### src/hdl/enf_delay.sv
// ============================================================================
// enf_delay: fixed-length register delay line
// Carries a word through DEPTH registers down the pipeline to meet later operands.
// ============================================================================
module enf_delay #(
	parameter int WIDTH = 32,
	parameter int DEPTH = 1
) (
	input  logic             clk,
	input  logic [WIDTH-1:0] d,
	output logic [WIDTH-1:0] q
);

	logic [WIDTH-1:0] stage_s [DEPTH];

	always_ff @(posedge clk) begin
		stage_s[0] <= d;
		for (int i = 1; i < DEPTH; i++) begin
			stage_s[i] <= stage_s[i-1];
		end
	end

	assign q = stage_s[DEPTH-1];

endmodule

### config.mk
export PLATFORM = sky130hd
export DESIGN_NAME = enf_delay
export DESIGN_NICKNAME = d
export VERILOG_FILES = /design/src/hdl/enf_delay.sv
export SDC_FILE = /design/constraint.sdc
export NUM_CORES = 1
export LEC_CHECK = 0
export BUFFER_PORTS_ARGS = -buffer_cell sky130_fd_sc_hd__buf_2
export CAP_MARGIN = 20
export CORE_ASPECT_RATIO = 1.5
export CORE_MARGIN = 4
export CORE_UTILIZATION = 29
export DETAILED_ROUTE_END_ITERATION = 8
export GPL_ROUTABILITY_DRIVEN = 1
export PLACE_DENSITY_LB_ADDON = 0.08
export SYNTH_ARGS = -nofsm -noshare
export SYNTH_HDL_FRONTEND = slang
export SYNTH_SLANG_ARGS = --single-unit
### constraint.sdc
create_clock -name clk -period 0.8 [get_ports clk]
set_input_delay 0.04 -clock clk [delete_from_list [all_inputs] [get_ports clk]]
set_output_delay 0.04 -clock clk [all_outputs]
set_load 0.01 [all_outputs]
==> flow_summary.ini <==
[critical_path]
critPathBufInv = 1
crit_start = stage_s[0][15]
critPathMaxStageDelay_ns = 0.33
critical_path_depth = 1
path_cells = buf_6
worstPathMaxFanout = 1
start_kind = flop
worstPathArrival_ns = 0.77
path_delay_family = flip-flops
cp_data_required_time_ns = 0.76
cpMaxStageDelayCell = dfxtp_2
worst_setup_path_end_kind = output pin
criticalPathCategory = reg -> out

[power]
ir_worst_vdd_v = 0.001437
cellPowerDensity_mw_per_mm2 = 2009
leakage_uw = 0.0007296

[drt]
wl_per_cell_um = 13.28
drtIter0Drc = 9
drtAntennaViolNets = 0
first_pass_iters = 4
wl_mm = 2.099
drc_errors = 0
vias = 624
viasPerCell = 3.949

[timing]
setup_ws_ns = -0.01067
rsz0062_at_grt = yes
period_share_pct = 101.3
worst_pin_slew_ns = 0.09415
hold_viol_final = 0
setup_viol = 9
whs_ns = 0.3397
slew_headroom_pct = 93.72
fmax_mhz = 1234
drv_slew = 0
fin_crit_ns = 0.8107

[finish]
areaGrowthSynthToFinish_pct = 133.8
multi_input_gates = 0
n_antenna_cell = 0
regMostFlops = stage_s
nNetsFinal = 168
reg.largest.list = stage_s x32
nFillCells = 133
layout-drive-gt1-share_pct = 65.44
layout_common_cells = buf_2 (47), dlygate4sd3_1 (32), buf_6 (17), dfxtp_2 (17), dfxtp_1 (15)
seq_area_um2 = 661.9
multiInputGateArea_um2 = 0
largest_reg_flops = 32
final_common_cell = buf_2

[grt]
grtUsageMet2_pct = 26.90
met3_usage_pct = 9.041
grt_pass1_wl_mm = 2.918
grt_max_degree = 11
grt_pass1_vias = 642
grt_usage_pct = 14.52
overflow = 0
met1_usage_pct = 10.65
antenna_found_initial = 0
grt-busiest-layer = met2

[cts]
cts_tree = yes
postCtsSetupRepairBufs = 0
clock_path_buffers = 2
cts_root_buf = clkbuf_4
clkSlewWorstSetupHoldPaths_ns = 0.09
htree_levels = 2
cts_made_buffers = 5
cts_num_sinks = 32

[synth]
synth_compound_area_share_pct = 0
ys_types = 1
synth-seq-cells = 32
synth_top_area_share_pct = 100.0
synth_top_area_cell = dfxtp_1
yosys.area_share.simple_pct = 0
synth_cells = 32
ys_seq_area_share_pct = 100.0
muxShareOfSynthArea_pct = 0
synthAdderAreaFrac_pct = 0
ys_warn_count = 0
synth_xor_area_share_pct = 0
syn_area_um2 = 640.6
synth_nets = 65
synthTopCellsByArea = dfxtp_1 (100%)
synth.avg_cell_area_um2 = 20.02

[floorplanning]
pin_count = 65
start_util_pct = 30.84
rows = 20
core_mm2 = 0.002077
die_area_mm2 = 0.003041
die_w_um = 46.38
die_y_um = 65.57

[worst_hold_path]
hp-start = d[26]
hold_path.class = in -> reg
min_to = stage_s[0][26]
hold-path-cell-count = 2

[run]
cap_violations = 0

[placed_design]
place_worst_setup_slack_ns = 0.3255
place.gp.congestion = 0.6637
io_buffers = 64

[run_status]
violations = setup timing
status = finished with violations
## what timing repair did
action,CTS,global route
gates cloned,0,0
setup endpoints to repair,32,32
hold endpoints to repair,32,0
resized for setup,14,20
hold buffers,32,0
## how the worst max path moves through the flow
| stage | end | slack [ns] |
|---|---|---|
| 2_1_floorplan | q[0] | 0.43 |
| 3_3_place_gp | q[2] | 0.33 |
| 3_5_place_dp | q[2] | 0.33 |
| 4_1_cts | q[8] | -0.03 |
| 5_1_grt | q[17] | -0.06 |
| 6_report | q[15] | -0.01 |
## routing by layer
layer / vias up / part of all wire, %
li1: 303 / -
met1: 262 / 30
met2: 56 / 51
met3: 3 / 17
met4: 0 / 1.5
met5: - / 0
## cell usage after synthesis
library cell and count:
dfxtp_1 32
## logic make-up (layout without fill, tap and decap cells)
group / Yosys count / count (layout)
flip-flops: 32 / 32
buffers and inverters: 0 / 104
## per-stage QoR
stage | area, µm² | TNS (ns) | power (µW) | utilization, % | instances
after global routing | 1498 | -1.345 | 3157 | 72.11 | 158
final | 1498 | -0.04178 | 3009 | 72.11 | 158
after global placement | 988.4 | 0 | 1941 | 47.59 | 118
after detailed placement | 988.4 | 0 | 1939 | 47.59 | 118
after CTS | 1423 | -0.4425 | 2993 | 68.49 | 158
after floorplan | 640.6 | 0 | 1783 | - | 32
## power by group
part | internal (µW) | switching [µW] | total, µW
Combinational | 261 | 119 | 380
Clock | 417 | 493 | 910
Sequential | 1690 | 31.9 | 1720
## area by class of cell
type | instances | area share, %
clock inverter | 2 | 0.6683
clock buffer | 6 | 3.425
sequential | 32 | 44.19
timing repair buffer | 96 | 49.87
tap | 22 | 1.838
Note: power is estimated with default switching activity, not from simulation.
