**src/hdl/enf_pkg.sv**
```systemverilog
// ============================================================================
// enf_pkg: shared types and constants of the Euler normal flux block
// Fixed-point word and full-product types, and the saturation limits.
// ============================================================================
package enf_pkg;

	// Data word width of every fixed-point value in the datapath.
	localparam int DW = 32;

	typedef logic signed [DW-1:0]   fx_t;
	typedef logic signed [2*DW-1:0] prod_t;

	localparam fx_t FX_MAX = {1'b0, {(DW-1){1'b1}}};
	localparam fx_t FX_MIN = {1'b1, {(DW-1){1'b0}}};

	// Reset value of 1/(gamma-1): 2.5 in Q16.16.
	localparam logic [30:0] IGM_RESET = 31'd163840;

endpackage

```
**src/hdl/enf_mul.sv**
```systemverilog
// ============================================================================
// enf_mul: two-stage rounding, saturating fixed-point multiplier
// Stage one registers the full signed product; stage two rounds to nearest
// with ties away from zero, drops the fraction bits and saturates.
// ============================================================================
module enf_mul #(
	parameter int FRAC_BITS = 16
) (
	input  logic           clk,
	input  enf_pkg::fx_t   a,
	input  enf_pkg::fx_t   b,
	output enf_pkg::fx_t   p
);

	localparam int PW = 2 * enf_pkg::DW;
	localparam enf_pkg::prod_t RND = enf_pkg::prod_t'(1) <<< (FRAC_BITS - 1);

	enf_pkg::prod_t prod_s1;
	enf_pkg::prod_t adj;
	enf_pkg::prod_t shifted;
	enf_pkg::fx_t   res_s2;
	logic           fits;

	always_ff @(posedge clk) begin
		prod_s1 <= a * b;
	end

	// A negative product rounds its magnitude away from zero, which on the
	// two's complement value is adding half an LSB minus one before the
	// arithmetic shift.
	always_comb begin
		adj     = prod_s1[PW-1] ? (prod_s1 + RND - enf_pkg::prod_t'(1)) : (prod_s1 + RND);
		shifted = adj >>> FRAC_BITS;
		fits    = (&shifted[PW-1:enf_pkg::DW-1]) || !(|shifted[PW-1:enf_pkg::DW-1]);
	end

	always_ff @(posedge clk) begin
		if (fits) begin
			res_s2 <= shifted[enf_pkg::DW-1:0];
		end else if (shifted[PW-1]) begin
			res_s2 <= enf_pkg::FX_MIN;
		end else begin
			res_s2 <= enf_pkg::FX_MAX;
		end
	end

	assign p = res_s2;

endmodule

```
**config.mk**
```make
export PLATFORM = sky130hd
export DESIGN_NAME = enf_mul
export DESIGN_NICKNAME = d
export VERILOG_FILES = /design/src/hdl/enf_pkg.sv /design/src/hdl/enf_mul.sv
export SDC_FILE = /design/constraint.sdc
export NUM_CORES = 2
export LEC_CHECK = 0
export BUFFER_PORTS_ARGS = -buffer_cell sky130_fd_sc_hd__buf_2
export CORE_MARGIN = 2
export CORE_UTILIZATION = 33
export DETAILED_ROUTE_END_ITERATION = 8
export RECOVER_POWER = 50
export SYNTH_ARGS = -nofsm -noshare
export SYNTH_HDL_FRONTEND = slang
export SYNTH_SLANG_ARGS = --single-unit
```
**constraint.sdc**
```tcl
create_clock -name clk -period 10.8 [get_ports clk]
set_clock_uncertainty 0.15 [all_clocks]
set_input_delay 2.16 -clock clk [delete_from_list [all_inputs] [get_ports clk]]
set_output_delay 2.16 -clock clk [all_outputs]
set_load 0.1 [all_outputs]
```
==> out/metrics.cfg <==
[floorplan]
initial_utilization = 0.3326
design.die.area_um2 = 127500
core_area_um2 = 123600
overall_die_width_um = 357.0
num_rows = 129
design.portCount = 97
die_y_um = 357.0

[logic_synthesis]
synth-edff-count = 0
mappedNetlistNets = 5782
synth.avg_cell_area_um2 = 9.241
netlist_instances = 4450
synth.distinct_cells = 77
synth_warnings = 0
synthArstFlopShare = 0
yosysSeqAreaShare = 0.04673
dominant_synthesized_flop_cell = sky130_fd_sc_hd__dfxtp_1
ys_ff_latch = 96
synth_area_um2 = 41120

[place]
placed_cells_incl_taps = 6014
port_buffers = 96
placed_cell_area_um2 = 43220
finalWeightedCongestion = 0.8826
dp.final_hpwl_um = 96750

[finish]
finalNetCount = 5720
layout.cells.most_common_list = 1082 x sky130_fd_sc_hd__fa_1, 989 x sky130_fd_sc_hd__inv_1, 556 x sky130_fd_sc_hd__nand2_1
drive_above_1_share = 0.03984
fill_cells = 12730
flow.area_growth_from_synthesis_pct = 5.608
layout_commonest_cell = sky130_fd_sc_hd__fa_1
fin_area_um2 = 43430
finalNonFillerCells = 6034

[route]
topRoutingLayerUsed = met5
via_per_inst = 4.874
met3_length_um = 4728
drt-total-wl_um = 113700
first_iter_violations = 1668
antenna_violating_nets_left = 0
detailedRoute.firstPassIterationCount = 5
met2_wirelength_um = 58720
post-route-drc-count = 0
total_number_of_vias = 29410
wl_met1_um = 46920
detail_route.wl_per_cell_um = 18.84

[clocking]
clock_insertion_delay_worst_skew_ns = 0.38
clk_pin_slew_ns = 0.08
cts-buffers-inserted = 9
post_cts_hold_buffer_count = 0
number_of_cells_upsized_or_downsized_after_cts = 0
post_cts_setup_buffers = 0
cts_num_sinks = 96
root_buffer = sky130_fd_sc_hd__clkbuf_16
clock_tree.htree_level_count = 3
cts_tree = built
cts_max_path_buffers = 2

[critical_path]
path_max_fanout = 25
reg2reg_to = p[30]
setup.worst_path.end_class = flop
worst_setup_path_endpoint = prod_s1[61]
setup.worst_path.start_class = primary input
reg2reg_slack_ns = 3.64
r2r_start = prod_s1[15]
worstPathRequired_ns = 10.91
crit_path_class = primary input to flop
worst_setup_path_startpoint = b[2]
depth_of_the_worst_register_to_register_path = 13
arrival_ns = 10.08

[sta]
finalSetupViolCount = 0
slew_viol_final = 0
layout_min_cycle_time_ns = 9.968
setup-tns-final_ns = 0
fmaxAchievable_mhz = 100.3
tightestPinTransition_ns = 1.314
final_hold_viol_count = 0
timing.slew.headroom = 0.1278
rsz_0062_raised_after_global_routing = no
whs_ns = 0.5046
final_min_period_over_clock_period = 0.9230

[grt]
grt_pass1_wl_um = 186400
via_count_of_the_first_global_routing_pass = 32773
grt_start_max_net_pins = 33
grt_antenna_before_repair = 11
grtUsageTotal = 0.1876
globalRouteOverflowTotal = 0

[flow_run]
max-cap-violations = 0

[outcome]
run_status = finished clean

[hold_path]
hold_crit_path_type = flop to flop

[synthesized netlist by cell type (4+ instances only)]
master / n / area [um^2]
sky130_fd_sc_hd__a21boi_0: 8 / 60.06
sky130_fd_sc_hd__o21a_1: 10 / 75.07
sky130_fd_sc_hd__nand4_1: 39 / 244.0
sky130_fd_sc_hd__o211ai_1: 13 / 97.59
sky130_fd_sc_hd__clkbuf_1: 220 / 825.8
sky130_fd_sc_hd__fa_1: 1082 / 21660
sky130_fd_sc_hd__xnor2_1: 107 / 937.2
sky130_fd_sc_hd__a31o_2: 9 / 78.83
sky130_fd_sc_hd__nor3_1: 36 / 180.2
sky130_fd_sc_hd__nand3_1: 44 / 220.2
sky130_fd_sc_hd__o21ai_0: 36 / 180.2
sky130_fd_sc_hd__and4_1: 9 / 78.83
sky130_fd_sc_hd__a22oi_1: 4 / 30.03
sky130_fd_sc_hd__dfxtp_1: 96 / 1922
sky130_fd_sc_hd__o31ai_1: 4 / 30.03
sky130_fd_sc_hd__o31a_1: 4 / 35.03
sky130_fd_sc_hd__o21bai_1: 10 / 75.07
sky130_fd_sc_hd__buf_6: 4 / 45.04
sky130_fd_sc_hd__or4_1: 5 / 37.54
sky130_fd_sc_hd__nand2b_1: 24 / 150.1
sky130_fd_sc_hd__or2_2: 9 / 56.30
sky130_fd_sc_hd__xor2_1: 37 / 324.1
sky130_fd_sc_hd__inv_1: 989 / 3712
sky130_fd_sc_hd__nor4_1: 26 / 162.7
sky130_fd_sc_hd__mux2i_1: 4 / 40.04
sky130_fd_sc_hd__a31oi_1: 12 / 75.07
sky130_fd_sc_hd__a41oi_1: 7 / 61.31
sky130_fd_sc_hd__nand2_1: 556 / 2087
sky130_fd_sc_hd__o21ai_1: 30 / 150.1
sky130_fd_sc_hd__or3_1: 10 / 62.56
sky130_fd_sc_hd__a21oi_1: 63 / 315.3
sky130_fd_sc_hd__nor2b_1: 8 / 50.05
sky130_fd_sc_hd__a211oi_1: 11 / 82.58
sky130_fd_sc_hd__nor2_1: 100 / 375.4
sky130_fd_sc_hd__and3_1: 22 / 137.6
sky130_fd_sc_hd__a21o_1: 35 / 262.8
sky130_fd_sc_hd__a2111oi_0: 4 / 35.03
sky130_fd_sc_hd__ha_1: 185 / 2315
sky130_fd_sc_hd__and2_1: 509 / 3184
sky130_fd_sc_hd__buf_2: 7 / 35.03
[registers in the layout, summed over array words and instances (netlist names)]
register  count
prod_s1      64
p            32
[cell families after synthesis]
kind of cell | Yosys count | synth area share
compound gates | 294 | 0.04819
xor+xnor | 144 | 0.03067
fa+ha+maj | 1267 | 0.5830
buf+inv | 1224 | 0.1131
flops | 96 | 0.04673
mux | 5 | 0.001247
simple gates | 1420 | 0.1770
[worst min path at each step]
stage                      from     to  slack, ns  cells after the start
floorplan           prod_s1[31]  p[15]       0.41                      2
global placement    prod_s1[28]  p[12]       0.50                      2
detailed placement  prod_s1[15]   p[0]       0.50                      3
CTS                 prod_s1[28]  p[12]       0.52                      2
global route        prod_s1[28]  p[12]       0.56                      2
finish              prod_s1[28]  p[12]       0.50                      2
[critical path, stage by stage]
cell                       delay [ns]
sky130_fd_sc_hd__buf_2           0.48
sky130_fd_sc_hd__nand2_1         0.17
sky130_fd_sc_hd__fa_1            0.59
sky130_fd_sc_hd__fa_1            0.43
sky130_fd_sc_hd__fa_1            0.50
sky130_fd_sc_hd__fa_1            0.56
sky130_fd_sc_hd__inv_1           0.05
sky130_fd_sc_hd__fa_1            0.50
sky130_fd_sc_hd__inv_1           0.06
sky130_fd_sc_hd__fa_1            0.55
sky130_fd_sc_hd__inv_1           0.06
sky130_fd_sc_hd__fa_1            0.50
sky130_fd_sc_hd__fa_1            0.43
sky130_fd_sc_hd__ha_1            0.41
sky130_fd_sc_hd__a211oi_1        0.24
sky130_fd_sc_hd__o21bai_1        0.15
sky130_fd_sc_hd__or3_1           0.38
sky130_fd_sc_hd__a21oi_1         0.20
sky130_fd_sc_hd__o22a_1          0.30
sky130_fd_sc_hd__a21oi_1         0.11
sky130_fd_sc_hd__o31ai_1         0.48
sky130_fd_sc_hd__a21oi_1         0.15
sky130_fd_sc_hd__a21oi_1         0.28
sky130_fd_sc_hd__mux2i_1         0.21
sky130_fd_sc_hd__nand3_1         0.10
[metrics by stage]
step | utilization | setup WS [ns]
2_1_floorplan | - | 1.115
3_3_place_gp | 0.3495 | 0.5500
3_5_place_dp | 0.3495 | 0.4939
4_1_cts | 0.3519 | 0.8630
5_1_grt | 0.3512 | 0.3796
6_report | 0.3513 | 0.8319
[cell type report]
cell class | instances | area (um^2) | share of cell area
multi-input cells | 3130 | 34510 | 0.7947
inverters | 989 | 3712 | 0.08548
well taps | 1637 | 2048 | 0.04716
flip-flops and latches | 96 | 1922 | 0.04425
repair buffers | 162 | 927.1 | 0.02135
clock buffers | 9 | 225.2 | 0.005186
clock inverters | 7 | 70.07 | 0.001613
diodes | 4 | 10.01 | 0.0002305
[metal layers]
layer | global-route usage | up-vias
li1 | - | 12991
met1 | 0.2375 | 15526
met2 | 0.3409 | 724
met3 | 0.01776 | 159
met4 | 0.05017 | 10
met5 | 0 | -
Power is left out: the tool's default activity adds up to more than one toggle a clock period on the data nets, which glitch-free logic cannot reach.
